$ cat src/sv/sle_pkg.sv
// ----------------------------------------------------------------------------
// sle_pkg: shared types and constants of the sequential list engine
// Item structs, operation and status codes, word conversion helpers.
// ----------------------------------------------------------------------------
package sle_pkg;

  localparam int CAPACITY   = 256;
  localparam int DATA_WIDTH = 32;
  localparam int IDX_W      = (CAPACITY > 1) ? $clog2(CAPACITY) : 1;
  localparam int CNT_W      = $clog2(CAPACITY + 1);
  localparam int POS_W      = 9;
  localparam int TGT_W      = (CNT_W > POS_W) ? CNT_W : POS_W;

  // operation codes
  localparam logic [2:0] OP_APPEND    = 3'd0;
  localparam logic [2:0] OP_REMOVE    = 3'd1;
  localparam logic [2:0] OP_FIND      = 3'd2;
  localparam logic [2:0] OP_INSERT    = 3'd3;
  localparam logic [2:0] OP_READ_AT   = 3'd4;
  localparam logic [2:0] OP_READ_LAST = 3'd5;

  // status codes
  localparam logic [2:0] ST_OK      = 3'd0;
  localparam logic [2:0] ST_FULL    = 3'd1;
  localparam logic [2:0] ST_EMPTY   = 3'd2;
  localparam logic [2:0] ST_RANGE   = 3'd3;
  localparam logic [2:0] ST_MISSING = 3'd4;

  typedef logic signed [DATA_WIDTH-1:0] sle_word_t;

  typedef struct packed {
    logic [2:0]         operation;
    logic signed [31:0] value;
    logic [POS_W-1:0]   position;
  } sle_in_t;

  typedef struct packed {
    logic [2:0]         status;
    logic signed [31:0] data_out;
    logic [7:0]         found_index;
    logic [8:0]         count;
  } sle_out_t;

  // control toward the cell row
  typedef struct packed {
    logic      shift;
    sle_word_t feed;
  } sle_ring_t;

  function automatic sle_word_t to_word(input logic signed [31:0] v);
    return DATA_WIDTH'(v);
  endfunction

  function automatic logic signed [31:0] word_out(input sle_word_t w);
    return 32'(w);
  endfunction

endpackage

$ cat src/sv/sequential_list_engine.sv
// ----------------------------------------------------------------------------
// sequential_list_engine: fixed-capacity ordered list of signed words
// Append, remove last, find, insert at, read at and read last, one item at a
// time, each answered by one result item.
// ----------------------------------------------------------------------------
// The list lives in a ring of CAPACITY word cells. Append, find, insert and
// both reads rotate the whole ring once, one shift per cell, during which
// cell 0 shows old entry k at step k while the far end of the ring takes the
// new entry k (an insert feeds the old words up to the position, then the new
// word, then each old word delayed by one register). The item is taken in
// the idle state, the ring is walked in the walk state and the result is
// loaded into the output register in the finish state. Remove last,
// requests refused up front (full, empty, bad position, find on an empty
// list) and the unused operation codes skip the walk and go straight to
// the finish state. in_stall stays high from acceptance until the result
// is loaded into the output register; a result that waits on out_stall
// holds the block in its final state. Entries are undefined after reset
// and need no clearing pass: only entries below the count are ever read.
// ----------------------------------------------------------------------------
module sequential_list_engine
  import sle_pkg::*;
(
  input  logic     clk,
  input  logic     rst_n,
  input  logic     in_valid,
  output logic     in_stall,
  input  sle_in_t  in_data,
  output logic     out_valid,
  input  logic     out_stall,
  output sle_out_t out_data
);

  sle_word_t cell_q [CAPACITY];
  sle_ring_t ring;

  sle_ctrl u_ctrl (
    .clk       (clk),
    .rst_n     (rst_n),
    .in_valid  (in_valid),
    .in_stall  (in_stall),
    .in_data   (in_data),
    .out_valid (out_valid),
    .out_stall (out_stall),
    .out_data  (out_data),
    .head      (cell_q[0]),
    .ring      (ring)
  );

  // cell k takes cell k+1; the last cell takes the sequencer's feed word
  for (genvar k = 0; k < CAPACITY; k++) begin : g_cell
    if (k == CAPACITY - 1) begin : g_tail
      sle_cell u_cell (
        .clk   (clk),
        .shift (ring.shift),
        .d_in  (ring.feed),
        .q     (cell_q[k])
      );
    end else begin : g_body
      sle_cell u_cell (
        .clk   (clk),
        .shift (ring.shift),
        .d_in  (cell_q[k+1]),
        .q     (cell_q[k])
      );
    end
  end

endmodule

$ cat src/sv/sle_cell.sv
// ----------------------------------------------------------------------------
// sle_cell: one storage cell of the list ring
// Holds one word and takes its input word (the neighbor's, or the feed at the tail) on every shift.
// ----------------------------------------------------------------------------
module sle_cell
  import sle_pkg::*;
(
  input  logic      clk,
  input  logic      shift,
  input  sle_word_t d_in,
  output sle_word_t q
);

  sle_word_t word_r;

  always_ff @(posedge clk) begin
    if (shift) begin
      word_r <= d_in;
    end
  end

  assign q = word_r;

endmodule

$ cat src/sv/sle_ctrl.sv
// ----------------------------------------------------------------------------
// sle_ctrl: sequencer of the list engine
// Decodes an item, walks the ring once when needed, feeds the tail, builds the result.
// ----------------------------------------------------------------------------
module sle_ctrl
  import sle_pkg::*;
(
  input  logic      clk,
  input  logic      rst_n,
  input  logic      in_valid,
  output logic      in_stall,
  input  sle_in_t   in_data,
  output logic      out_valid,
  input  logic      out_stall,
  output sle_out_t  out_data,
  input  sle_word_t head,
  output sle_ring_t ring
);

  typedef enum logic [1:0] {S_IDLE, S_WALK, S_FINISH} state_t;

  state_t           state_r, state_nxt;
  logic [CNT_W-1:0] count_r, count_nxt;
  logic [IDX_W-1:0] step_r, step_nxt;
  logic [TGT_W-1:0] tgt_r, tgt_nxt;
  sle_word_t        word_r, word_nxt;
  sle_word_t        prev_r, prev_nxt;
  logic             find_r, find_nxt;
  logic             rd_r, rd_nxt;
  logic             wr_r, wr_nxt;
  logic             grow_r, grow_nxt;
  logic             shrink_r, shrink_nxt;
  logic [2:0]       status_r, status_nxt;
  logic signed [31:0] data_r, data_nxt;
  logic [7:0]       found_r, found_nxt;
  logic             out_valid_r, out_valid_nxt;
  sle_out_t         out_r, out_nxt;
  logic [TGT_W-1:0] step_t;
  logic [CNT_W-1:0] count_new;

  assign in_stall = (state_r != S_IDLE);
  assign step_t   = TGT_W'(step_r);

  always_comb begin
    state_nxt     = state_r;
    count_nxt     = count_r;
    step_nxt      = step_r;
    tgt_nxt       = tgt_r;
    word_nxt      = word_r;
    prev_nxt      = prev_r;
    find_nxt      = find_r;
    rd_nxt        = rd_r;
    wr_nxt        = wr_r;
    grow_nxt      = grow_r;
    shrink_nxt    = shrink_r;
    status_nxt    = status_r;
    data_nxt      = data_r;
    found_nxt     = found_r;
    out_valid_nxt = out_valid_r;
    out_nxt       = out_r;
    ring.shift    = 1'b0;
    ring.feed     = head;
    count_new     = count_r;

    if (out_valid_r && !out_stall) begin
      out_valid_nxt = 1'b0;
    end

    unique case (state_r)
      S_IDLE: begin
        if (in_valid) begin
          find_nxt   = 1'b0;
          rd_nxt     = 1'b0;
          wr_nxt     = 1'b0;
          grow_nxt   = 1'b0;
          shrink_nxt = 1'b0;
          status_nxt = ST_OK;
          data_nxt   = '0;
          found_nxt  = '0;
          step_nxt   = '0;
          tgt_nxt    = TGT_W'(in_data.position);
          word_nxt   = to_word(in_data.value);
          state_nxt  = S_FINISH;
          unique case (in_data.operation)
            OP_APPEND: begin
              if (count_r >= CNT_W'(CAPACITY)) begin
                status_nxt = ST_FULL;
              end else begin
                wr_nxt    = 1'b1;
                grow_nxt  = 1'b1;
                tgt_nxt   = TGT_W'(count_r);
                state_nxt = S_WALK;
              end
            end
            OP_REMOVE: begin
              if (count_r == '0) begin
                status_nxt = ST_EMPTY;
              end else begin
                shrink_nxt = 1'b1;
              end
            end
            OP_FIND: begin
              status_nxt = ST_MISSING;
              if (count_r != '0) begin
                find_nxt  = 1'b1;
                state_nxt = S_WALK;
              end
            end
            OP_INSERT: begin
              if (TGT_W'(in_data.position) > TGT_W'(count_r)) begin
                status_nxt = ST_RANGE;
              end else if (count_r >= CNT_W'(CAPACITY)) begin
                status_nxt = ST_FULL;
              end else begin
                wr_nxt    = 1'b1;
                grow_nxt  = 1'b1;
                state_nxt = S_WALK;
              end
            end
            OP_READ_AT: begin
              if (count_r == '0) begin
                status_nxt = ST_EMPTY;
              end else if (TGT_W'(in_data.position) >= TGT_W'(count_r)) begin
                status_nxt = ST_RANGE;
              end else begin
                rd_nxt    = 1'b1;
                state_nxt = S_WALK;
              end
            end
            OP_READ_LAST: begin
              if (count_r == '0) begin
                status_nxt = ST_EMPTY;
              end else begin
                rd_nxt    = 1'b1;
                tgt_nxt   = TGT_W'(count_r - 1'b1);
                state_nxt = S_WALK;
              end
            end
            default: begin
            end
          endcase
        end
      end

      S_WALK: begin
        // head shows old entry step_r; the tail takes new entry step_r
        ring.shift = 1'b1;
        if (wr_r) begin
          if (step_t < tgt_r) begin
            ring.feed = head;
          end else if (step_t == tgt_r) begin
            ring.feed = word_r;
          end else begin
            ring.feed = prev_r;
          end
        end
        prev_nxt = head;
        if (find_r && (step_t < TGT_W'(count_r)) && (head == word_r)) begin
          find_nxt   = 1'b0;
          status_nxt = ST_OK;
          found_nxt  = 8'(step_r);
        end
        if (rd_r && (step_t == tgt_r)) begin
          data_nxt = word_out(head);
        end
        step_nxt = step_r + 1'b1;
        if (step_r == IDX_W'(CAPACITY - 1)) begin
          step_nxt  = '0;
          state_nxt = S_FINISH;
        end
      end

      S_FINISH: begin
        if (!out_valid_r || !out_stall) begin
          if (grow_r) begin
            count_new = count_r + 1'b1;
          end else if (shrink_r) begin
            count_new = count_r - 1'b1;
          end
          count_nxt           = count_new;
          out_valid_nxt       = 1'b1;
          out_nxt.status      = status_r;
          out_nxt.data_out    = data_r;
          out_nxt.found_index = found_r;
          out_nxt.count       = 9'(count_new);
          state_nxt           = S_IDLE;
        end
      end

      default: begin
        state_nxt = S_IDLE;
      end
    endcase
  end

  always_ff @(posedge clk) begin
    if (!rst_n) begin
      state_r     <= S_IDLE;
      count_r     <= '0;
      step_r      <= '0;
      out_valid_r <= 1'b0;
    end else begin
      state_r     <= state_nxt;
      count_r     <= count_nxt;
      step_r      <= step_nxt;
      out_valid_r <= out_valid_nxt;
    end
    tgt_r    <= tgt_nxt;
    word_r   <= word_nxt;
    prev_r   <= prev_nxt;
    find_r   <= find_nxt;
    rd_r     <= rd_nxt;
    wr_r     <= wr_nxt;
    grow_r   <= grow_nxt;
    shrink_r <= shrink_nxt;
    status_r <= status_nxt;
    data_r   <= data_nxt;
    found_r  <= found_nxt;
    out_r    <= out_nxt;
  end

  assign out_valid = out_valid_r;
  assign out_data  = out_r;

endmodule

$ cat config.mk
export PLATFORM = sky130hd
export DESIGN_NAME = sequential_list_engine
export DESIGN_NICKNAME = d
export VERILOG_FILES = /design/src/sv/sle_pkg.sv /design/src/sv/sequential_list_engine.sv /design/src/sv/sle_cell.sv /design/src/sv/sle_ctrl.sv
export SDC_FILE = /design/constraint.sdc
export NUM_CORES = 2
export LEC_CHECK = 0
export ABC_AREA = 1
export BUFFER_PORTS_ARGS = -buffer_cell sky130_fd_sc_hd__buf_2
export CORE_ASPECT_RATIO = 1.25
export CORE_MARGIN = 2
export CORE_UTILIZATION = 66
export CTS_CLUSTER_SIZE = 24
export DETAILED_ROUTE_END_ITERATION = 8
export PLACE_DENSITY = 0.83
export RECOVER_POWER = 25
export SLEW_MARGIN = 0
export SYNTH_ARGS = -nofsm -noshare
export SYNTH_HDL_FRONTEND = slang
export SYNTH_SLANG_ARGS = --single-unit
$ cat constraint.sdc
create_clock -name clk -period 280.7 [get_ports clk]
set_input_delay 0 -clock clk [delete_from_list [all_inputs] [get_ports clk]]
set_output_delay 0 -clock clk [all_outputs]
set_load 0.005 [all_outputs]
==> results of run 1 <==
[cell usage after synthesis (2+ instances only)]
cell,instances
edfxtp_1,8364
nand2_1,165
inv_1,105
nor2_1,74
o21ai_0,65
nand3_1,31
ha_1,28
xor2_1,22
a21oi_1,21
dfxtp_1,20
mux2_2,16
nand4_1,11
nor3_1,9
buf_2,8
clkbuf_1,8
o21ai_1,7
inv_2,6
o211ai_1,6
o221ai_1,5
a221oi_1,4
nor2_4,4
a211oi_1,3
buf_6,3
clkbuf_2,3
nor2_2,3
nor3_2,3
nor4_1,3
o21bai_1,3
a21oi_2,2
nand2_2,2
[cells by family after synthesis]
family          synth area share (%)
compound gates                 0.286
fa+ha+maj                      0.137
xor+xnor                      0.0790
simple gates                   0.523
buf+inv                        0.220
mux                           0.0707
flops                           98.7
[through the flow]
| step | area, µm² | setup slack [ps] | instances |
|---|---|---|---|
| 3_5_place_dp | 263000 | 273440 | 14300 |
| 2_1_floorplan | 255000 | 170510 | 9022 |
| 3_3_place_gp | 263000 | 274020 | 14300 |
==> impl_metrics.ini, run 1 <==
[clocking]
cts_hold_buf = 93
clockBufferDepth = 4
htreeDepth = 6
postCtsSetupBuffers = 0
clock-sinks = 8384
clockRootBuffer = clkbuf_16
numCtsBuffers = 691
cts_resized = 0

[yosys]
ys.flop_type = edfxtp_1
yosysUniqueCellTypes = 48
synth_area_um2 = 255000
ys_ff_latch = 8384
synthArstFlopShare_pct = 0
ys_seq_area_share_pct = 98.7
synth.net_count = 9098
ys_warn_count = 0
syn_inst = 9022
post-synth-top-area-fraction_pct = 98.5
yosys.area.top_type = edfxtp_1
netlist_top_cells_area = edfxtp_1, nand2_1, dfxtp_1
syn_area_per_cell_um2 = 28.3
synth_edf_count = 8364

[die]
num_io_pins = 102
rows = 255
start_util_pct = 66.2
dieWidth_um = 560
dieHeight_um = 699

[place]
place_congestion = 0.803
dp_hpwl_um = 180000
io_buffers = 101

[status]
failed_stage = clock tree synthesis
status = did not finish
error = [ERROR DPL-0033] detailed placement checks failed during check placement.
==> run 2: changes to the inputs <==
CORE_ASPECT_RATIO = default   (was 1.25)
CORE_UTILIZATION = 40   (was 66)
CTS_CLUSTER_SIZE = default   (was 24)
PLACE_DENSITY = default   (was 0.83)
PLACE_DENSITY_LB_ADDON = 0.15   (was default)
==> run 2 against run 1 <==
  * The run now ends clean
  * Area after synthesis unchanged
  * Synthesized cell count did not move
==> impl_metrics.ini, run 2 <==
[status]
status = complete, no violations

[sta]
finalHoldViolations = 0
period_minus_slack_ps = 9270
tns_ps = 0
fmax_mhz = 108
setup_slack_ps = 271430
maxSlewViolCount = 0
rsz0062_at_grt = no
worst_pin_slew_ps = 1180
timing.final.crit_share_pct = 3.30
setup_viol = 0
finalClockSkew_ps = 52.8
whs_ps = 160
max_slew_margin_pct = 21.5

[grt]
grt_max_degree = 215
grt_pass1_wl_um = 506000
antenna_found_initial = 42
grt_use_total_pct = 9.70
grt_pass1_vias = 85400
overflow = 0

[cells_and_area]
largest_register_ffs = 8160
final_common_cell = edfxtp_1
areaGrowthSynthToFinish_pct = 15.3
fin_nets = 10200
drive_above_1_share_pct = 12.2
final_cells = 19200
utilization_pct = 46.2
final_cell_mix = edfxtp_1, clkbuf_16, clkinv_1

[drt]
antenna_left = 0
drc = 0
vias = 85100
drt-total-wl_um = 324000
vias_per_cell = 4.42
drtIter0Drc = 9176
first_pass_iters = 5
avgRoutedWirePerCell_um = 16.9

[die]
num_io_pins = 102
dieHeight_um = 802
rows = 293
start_util_pct = 40.1
fp.dieArea_um2 = 644000
dieWidth_um = 802
core_area_um2 = 636000

[yosys]
yosys.area.top_type = edfxtp_1
ys_warn_count = 0
syn_area_per_cell_um2 = 28.3
synth.net_count = 9098
synth_area_um2 = 255000
syn_inst = 9022
synth_edf_count = 8364
ys_ff_latch = 8384
ys_top_cells_by_count = edfxtp_1, nand2_1, inv_1, nor2_1, o21ai_0
yosysUniqueCellTypes = 48
yosysMostFrequentCell = edfxtp_1
netlist_top_cells_area = edfxtp_1, nand2_1, dfxtp_1
synthArstFlopShare_pct = 0
ys.flop_type = edfxtp_1
ys_seq_area_share_pct = 98.7
post-synth-top-area-fraction_pct = 98.5

[critical_path]
critPathCaptureType = register
path_class = register to register
required_ps = 281390
reg2regPathDepth = 12
r2r_end = g_cell[145].g_body.u_cell.q[13]
r2r_slack_ps = 271430
cp.arrival_ps = 9960
r2r-start = u_ctrl.state_r[0]
start_kind = register
crit_path_max_fanout = 214

[place]
place_congestion = 0.723
dp_hpwl_um = 142000
io_buffers = 101
placed_cells = 17600
dp_slack_ps = 271010

[clocking]
clockBufferDepth = 4
path_clk_slew_ps = 60
tritoncts = yes
clk_latency_ps = 1070
htreeDepth = 6
clockRootBuffer = clkbuf_16
clock-sinks = 8384
numCtsBuffers = 816
postCtsSetupBuffers = 0

[job]
drv_cap = 0

[power_and_ir_drop]
ir_worst_vdd_v = 0.00000664
p_leak_nw = 91.6
powerDensity_nw_per_um2 = 8.72

[hold_path]
hold_end = u_ctrl.step_r[6]
worstHoldStart = in_valid
hold_path_class = input port to register
min_path_cells = 5
[run 2: per-stage QoR]
step           area [µm²]  total power [W]
2_1_floorplan      255000          0.00185
3_3_place_gp       267000          0.00153
3_5_place_dp       267000          0.00154
4_1_cts            294000          0.00261
5_1_grt            294000          0.00266
6_report           294000          0.00256
[run 2: kinds of logic after synthesis]
kind of cell / count (synthesis) / share of synthesized area (%)
flip-flops: 8384 / 98.7
buffers and inverters: 137 / 0.220
AND/OR/NAND/NOR: 310 / 0.523
XOR/XNOR: 23 / 0.0790
multiplexers: 16 / 0.0707
AO/OA/AOI/OAI: 124 / 0.286
adder cells (fa/ha/maj): 28 / 0.137
[run 2: layout make-up]
class	instances	area, µm²
fill	51400	342000
antenna	23	57.6
tap	8407	10500
multi-input combinational	501	2830
inverter	114	435
clock inverter	487	4520
clock buffer	1019	21400
timing repair buffer	299	2460
sequential	8384	252000
[run 2: worst max-delay path by stage]
| stage | from | end | slack [ps] | cells past startpoint |
|---|---|---|---|---|
| 2_1_floorplan | u_ctrl.state_r[0] | u_ctrl.step_r[0] | 170510 | 6 |
| 3_3_place_gp | u_ctrl.state_r[0] | g_cell[141].g_body.u_cell.q[13] | 271620 | 12 |
| 3_5_place_dp | u_ctrl.state_r[0] | g_cell[138].g_body.u_cell.q[13] | 271010 | 12 |
| 4_1_cts | u_ctrl.state_r[0] | g_cell[145].g_body.u_cell.q[13] | 271130 | 12 |
| 5_1_grt | u_ctrl.state_r[0] | g_cell[137].g_body.u_cell.q[13] | 270430 | 12 |
| 6_report | u_ctrl.state_r[0] | g_cell[145].g_body.u_cell.q[13] | 271430 | 12 |
[run 2: report_power, final]
group / total [W] / internal (W) / switching, W / leakage (nW)
Combinational: 0.0000462 / 0.00000634 / 0.0000398 / 3.03
Clock: 0.00105 / 0.000599 / 0.000454 / 12.6
Sequential: 0.00146 / 0.00145 / 0.0000178 / 75.9
[run 2: layer usage]
layer	global-route usage, %	share of wire, %	vias to the layer above
li1	-	-	38800
met1	16.3	53	44100
met2	12.0	39	1419
met3	2.42	5.2	772
met4	3.38	3.0	6
met5	0	0.012	-
[run 2: what timing repair did]
| item | in CTS | in global routing |
|---|---|---|
| hold buffers | 111 | 0 |
| endpoints found under the hold margin | 159 | 0 |
| gates resized for setup | 0 | 0 |
[run 2: worst max-delay path: stages (launching register included)]
cell,delay [ps]
dfxtp_1,380
inv_1,120
nor2_4,310
buf_4,670
buf_12,650
buf_4,920
buf_4,580
buf_4,860
buf_4,820
buf_4,720
buf_12,710
buf_4,860
buf_12,730
(Power assumes the default switching activity.)
